## src/rtl/sorted_key_table_insert_defines.svh

```systemverilog
// ----------------------------------------------------------------------------
// Sorted key table assertion macros
// Shared assertion forms for the sorted key table.
// ----------------------------------------------------------------------------
`ifndef SORTED_KEY_TABLE_INSERT_DEFINES_SVH
`define SORTED_KEY_TABLE_INSERT_DEFINES_SVH

// same-cycle implication
`define SKT_ASSERT_IMP(label, clk, rst_n, ante, cons, msg) \
    label: assert property (@(posedge clk) disable iff (!rst_n) (ante) |-> (cons)) \
        else $error(msg);

// next-cycle implication
`define SKT_ASSERT_NXT(label, clk, rst_n, ante, cons, msg) \
    label: assert property (@(posedge clk) disable iff (!rst_n) (ante) |=> (cons)) \
        else $error(msg);

`endif

```

## src/rtl/skt_pkg.sv

```systemverilog
// ----------------------------------------------------------------------------
// Sorted key table package
// Word types, table geometry and command codes.
// ----------------------------------------------------------------------------
package skt_pkg;

    localparam int CMD_W    = 2;
    localparam int KEY_W    = 64;
    localparam int HANDLE_W = 16;
    localparam int CAPACITY = 256;
    localparam int ADDR_W   = $clog2(CAPACITY);
    localparam int POS_W    = $clog2(CAPACITY + 1);

    localparam logic [POS_W-1:0] CAP_COUNT = POS_W'(CAPACITY);

    localparam logic [CMD_W-1:0] CMD_FIND   = 2'd0;
    localparam logic [CMD_W-1:0] CMD_INSERT = 2'd1;
    localparam logic [CMD_W-1:0] CMD_CLEAR  = 2'd2;

    typedef struct packed {
        logic [CMD_W-1:0]    command;
        logic [KEY_W-1:0]    key;
        logic [HANDLE_W-1:0] handle;
    } req_t;

    typedef struct packed {
        logic             found;
        logic [POS_W-1:0] position;
        logic             full_res;
        logic [POS_W-1:0] entry_total;
    } rsp_t;

    typedef struct packed {
        logic             hit;
        logic [POS_W-1:0] lo;
        logic [POS_W-1:0] hi_p1;
    } step_t;

endpackage

```

## src/rtl/skt_search_step.sv

```systemverilog
// ----------------------------------------------------------------------------
// Sorted key table search step
// One binary search probe: compares the probed key and narrows the bounds.
// ----------------------------------------------------------------------------
module skt_search_step
    import skt_pkg::*;
#(
    parameter int KEY_BITS = 64
)
(
    input  logic [KEY_BITS-1:0] probe_key,
    input  logic [KEY_BITS-1:0] search_key,
    input  logic [POS_W-1:0]    mid,
    input  logic [POS_W-1:0]    lo,
    input  logic [POS_W-1:0]    hi_p1,
    output step_t               step
);

    logic greater;

    assign greater = probe_key > search_key;

    always_comb
    begin
        step.hit   = probe_key == search_key;
        step.lo    = greater ? lo : mid + POS_W'(1);
        step.hi_p1 = greater ? mid : hi_p1;
    end

endmodule

```

## config.mk

```make
export PLATFORM = sky130hd
export DESIGN_NAME = skt_search_step
export DESIGN_NICKNAME = d
export VERILOG_FILES = /design/src/rtl/sorted_key_table_insert_defines.svh /design/src/rtl/skt_pkg.sv /design/src/rtl/skt_search_step.sv
export SDC_FILE = /design/constraint.sdc
export NUM_CORES = 1
export LEC_CHECK = 0
export CELL_PAD_IN_SITES_DETAIL_PLACEMENT = 1
export CELL_PAD_IN_SITES_GLOBAL_PLACEMENT = 2
export CORE_MARGIN = 1
export CORE_UTILIZATION = 35
export DETAILED_ROUTE_END_ITERATION = 16
export DONT_BUFFER_PORTS = 1
export PLACE_DENSITY = 0.87
export SYNTH_ARGS = -nofsm -noshare
export SYNTH_HDL_FRONTEND = slang
export SYNTH_SLANG_ARGS = --single-unit
```

## constraint.sdc

```tcl
create_clock -name vclk -period 6.4
set_input_delay 0 -clock vclk [all_inputs]
set_output_delay 0 -clock vclk [all_outputs]
set_load 0.01 [all_outputs]
```

==> impl_results.md <==
- GRT Resource Usage Total: 0.1607
- Finish-stage setup viols: 0
- Via count: 1851
- # resized after CTS: 0
- Unique masters post-synth: 36
- Syn nets: 481
- WL/cell: roughly 16 µm
- Cell taking the most area after synthesis: ha_1
- Setup Fix Bufs, Post-CTS: 0
- Final nets: 482
- Residual DRC: 0
- Max Freq: 360.1 MHz
- Slew HR: 0.5014
- P&R area growth vs syn: 3.757%
- DP Cell Count: 332
- Crit path time final: 2777 ps
- Post-DRT Antenna Nets: 0
- Diodes inserted: 0
- CP max FO: 18
- Post-route setup TNS: 0 ps
- Top cells by area, synth: ha_1 41%, inv_1 12%, mux2_4 6.8%, a21oi_1 5.8%, mux2_2 4.5%
- First-pass GRT wire length: 8066 µm
- I/O Pins: 174
- Commonest cells post-synth: 66 x inv_1, 65 x ha_1, 23 x a21oi_1
- Clock Buffer Count: 0
- Register Area: 0 µm²
- I/O Buffers: 0
- Setup crit start kind: input pin
- Crit share post-route: 0.4339
- GP Congestion: 0.7130
- Seq cells: 0
- Hpwl dp: a little over 5000 µm
- Initial Utilization: 0.3629
- Hold buffer count at CTS: 0
- Post-Syn Area: 0.001998 mm²
- Arrival time worst endpoint: 2780 ps
- CP Data Required Time: 6400 ps
- Critical path capture point type: primary output
- Fin. Hold Viols: 0
- Full die area: about 0.0060 mm²
- Post-synth top area share: 0.4070
- Met3 WL: 416 µm
- Die X: ~78 µm
- Initial antenna violation count: 0
- CP Class: in -> out
- Metal-1 WL: 1929 µm
- Unrepaired setup endpoints after global routing: no
- VDD IR max: ~0.025 mV
- Iter 0 DRT Violations: 11
- Syn Inst Count: approximately 260
- Met2 WL: 2864 µm
- Pin count of the biggest net entering global routing: 19
- WL final: 5211 µm
- Gr ovfl total: 0
- Max-cap violations: 0
- Core footprint: 0.005507 mm²
- Slew Limit Fails: 0
- Most common cell in the netlist: inv_1
- Outcome: completed
- PwrDens: around 60 mW/mm²
- Avg Inst Size Synth: 7.656 µm²
- Synth warn: 0
- Fill count: 699
- Finished Layout Cells: 332
- Via/cell ratio: 5.575
- Leak pwr: 1.174 nW
- Sequential fraction of the synthesis area: 0
- Worst Hold Class: in -> out
- Multi-input gate area: 0.001735 mm²
- DRT Pass-1 Iters: 6
- Least-Margin Pin Slew: roughly 750 ps
- Vert. Die Dim: between 70 and 80 µm
- Uppermost layer routed: met3
- Share of layout cells above drive strength 1: 0.07308
- Vias in the first global route: 1889
- FP Rows: 27
## placed cells by master (no fill, tap or decap), types with 3 or more instances in the layout
| master | count |
|---|---|
| inv_1 | 66 |
| ha_1 | 65 |
| a21oi_1 | 23 |
| nand3_1 | 16 |
| nand2_1 | 14 |
| nand4_1 | 11 |
| mux2_4 | 9 |
| mux2_2 | 8 |
| a21o_1 | 5 |
| xnor2_1 | 4 |
| nor4_1 | 3 |
| and4_1 | 3 |
| o21ai_0 | 3 |
| xor2_1 | 3 |
## worst max-delay path: stages
cell     delay, ps
inv_1           20
ha_1           300
nand4_1        150
or4_1          610
a21oi_1        150
nor4b_1         70
o311a_1        370
a31oi_4        650
mux2_2         450
## worst paths after layout
| kind | from | to | slack, ps | depth (start not counted) |
|---|---|---|---|---|
| worst min-delay path | mid[0] | step[9] | 90 | 1 |
| worst max-delay path | search_key[14] | step[12] | 3620 | 9 |
## power breakdown
part | internal, mW | switching (mW)
Clock | 0 | 0
Sequential | 0 | 0
Combinational | 0.0621 | 0.0655
## area by class of cell
cell class                 instances  share of cell area
inverter                          66              0.1195
multi-input combinational        194              0.8371
tap                               72             0.04345
## cell families (layout without fill, tap and decap cells)
| kind of cell | count (synthesis) | in the layout | synth area share |
|---|---|---|---|
| buffers and inverters | 67 | 66 | 0.1315 |
| adder cells (fa/ha/maj) | 65 | 65 | 0.4070 |
| AND/OR/NAND/NOR | 60 | 60 | 0.1678 |
| AO/OA/AOI/OAI | 44 | 44 | 0.1453 |
| multiplexers | 18 | 18 | 0.1177 |
| XOR/XNOR | 7 | 7 | 0.03068 |
## per-stage QoR
step	hold WS (ps)	total power, mW	setup slack [ps]	area [µm²]	util
global placement	90.24	0.1251	3630	2073	0.3765
finish	92.01	0.1276	3623	2073	0.3765
global route	93.58	0.1470	3464	2073	0.3765
CTS	93.98	0.1305	3589	2073	0.3765
floorplan	83.94	0.1075	4011	1998	-
detailed placement	96.18	0.1294	3604	2073	0.3765
## metal layers
metal  track usage  up-vias
met5             0        -
met4             0        0
met3       0.02941        0
met2        0.3389      100
met1        0.1699      827
li1              -      924
Note: power is estimated with default switching activity, not from simulation.
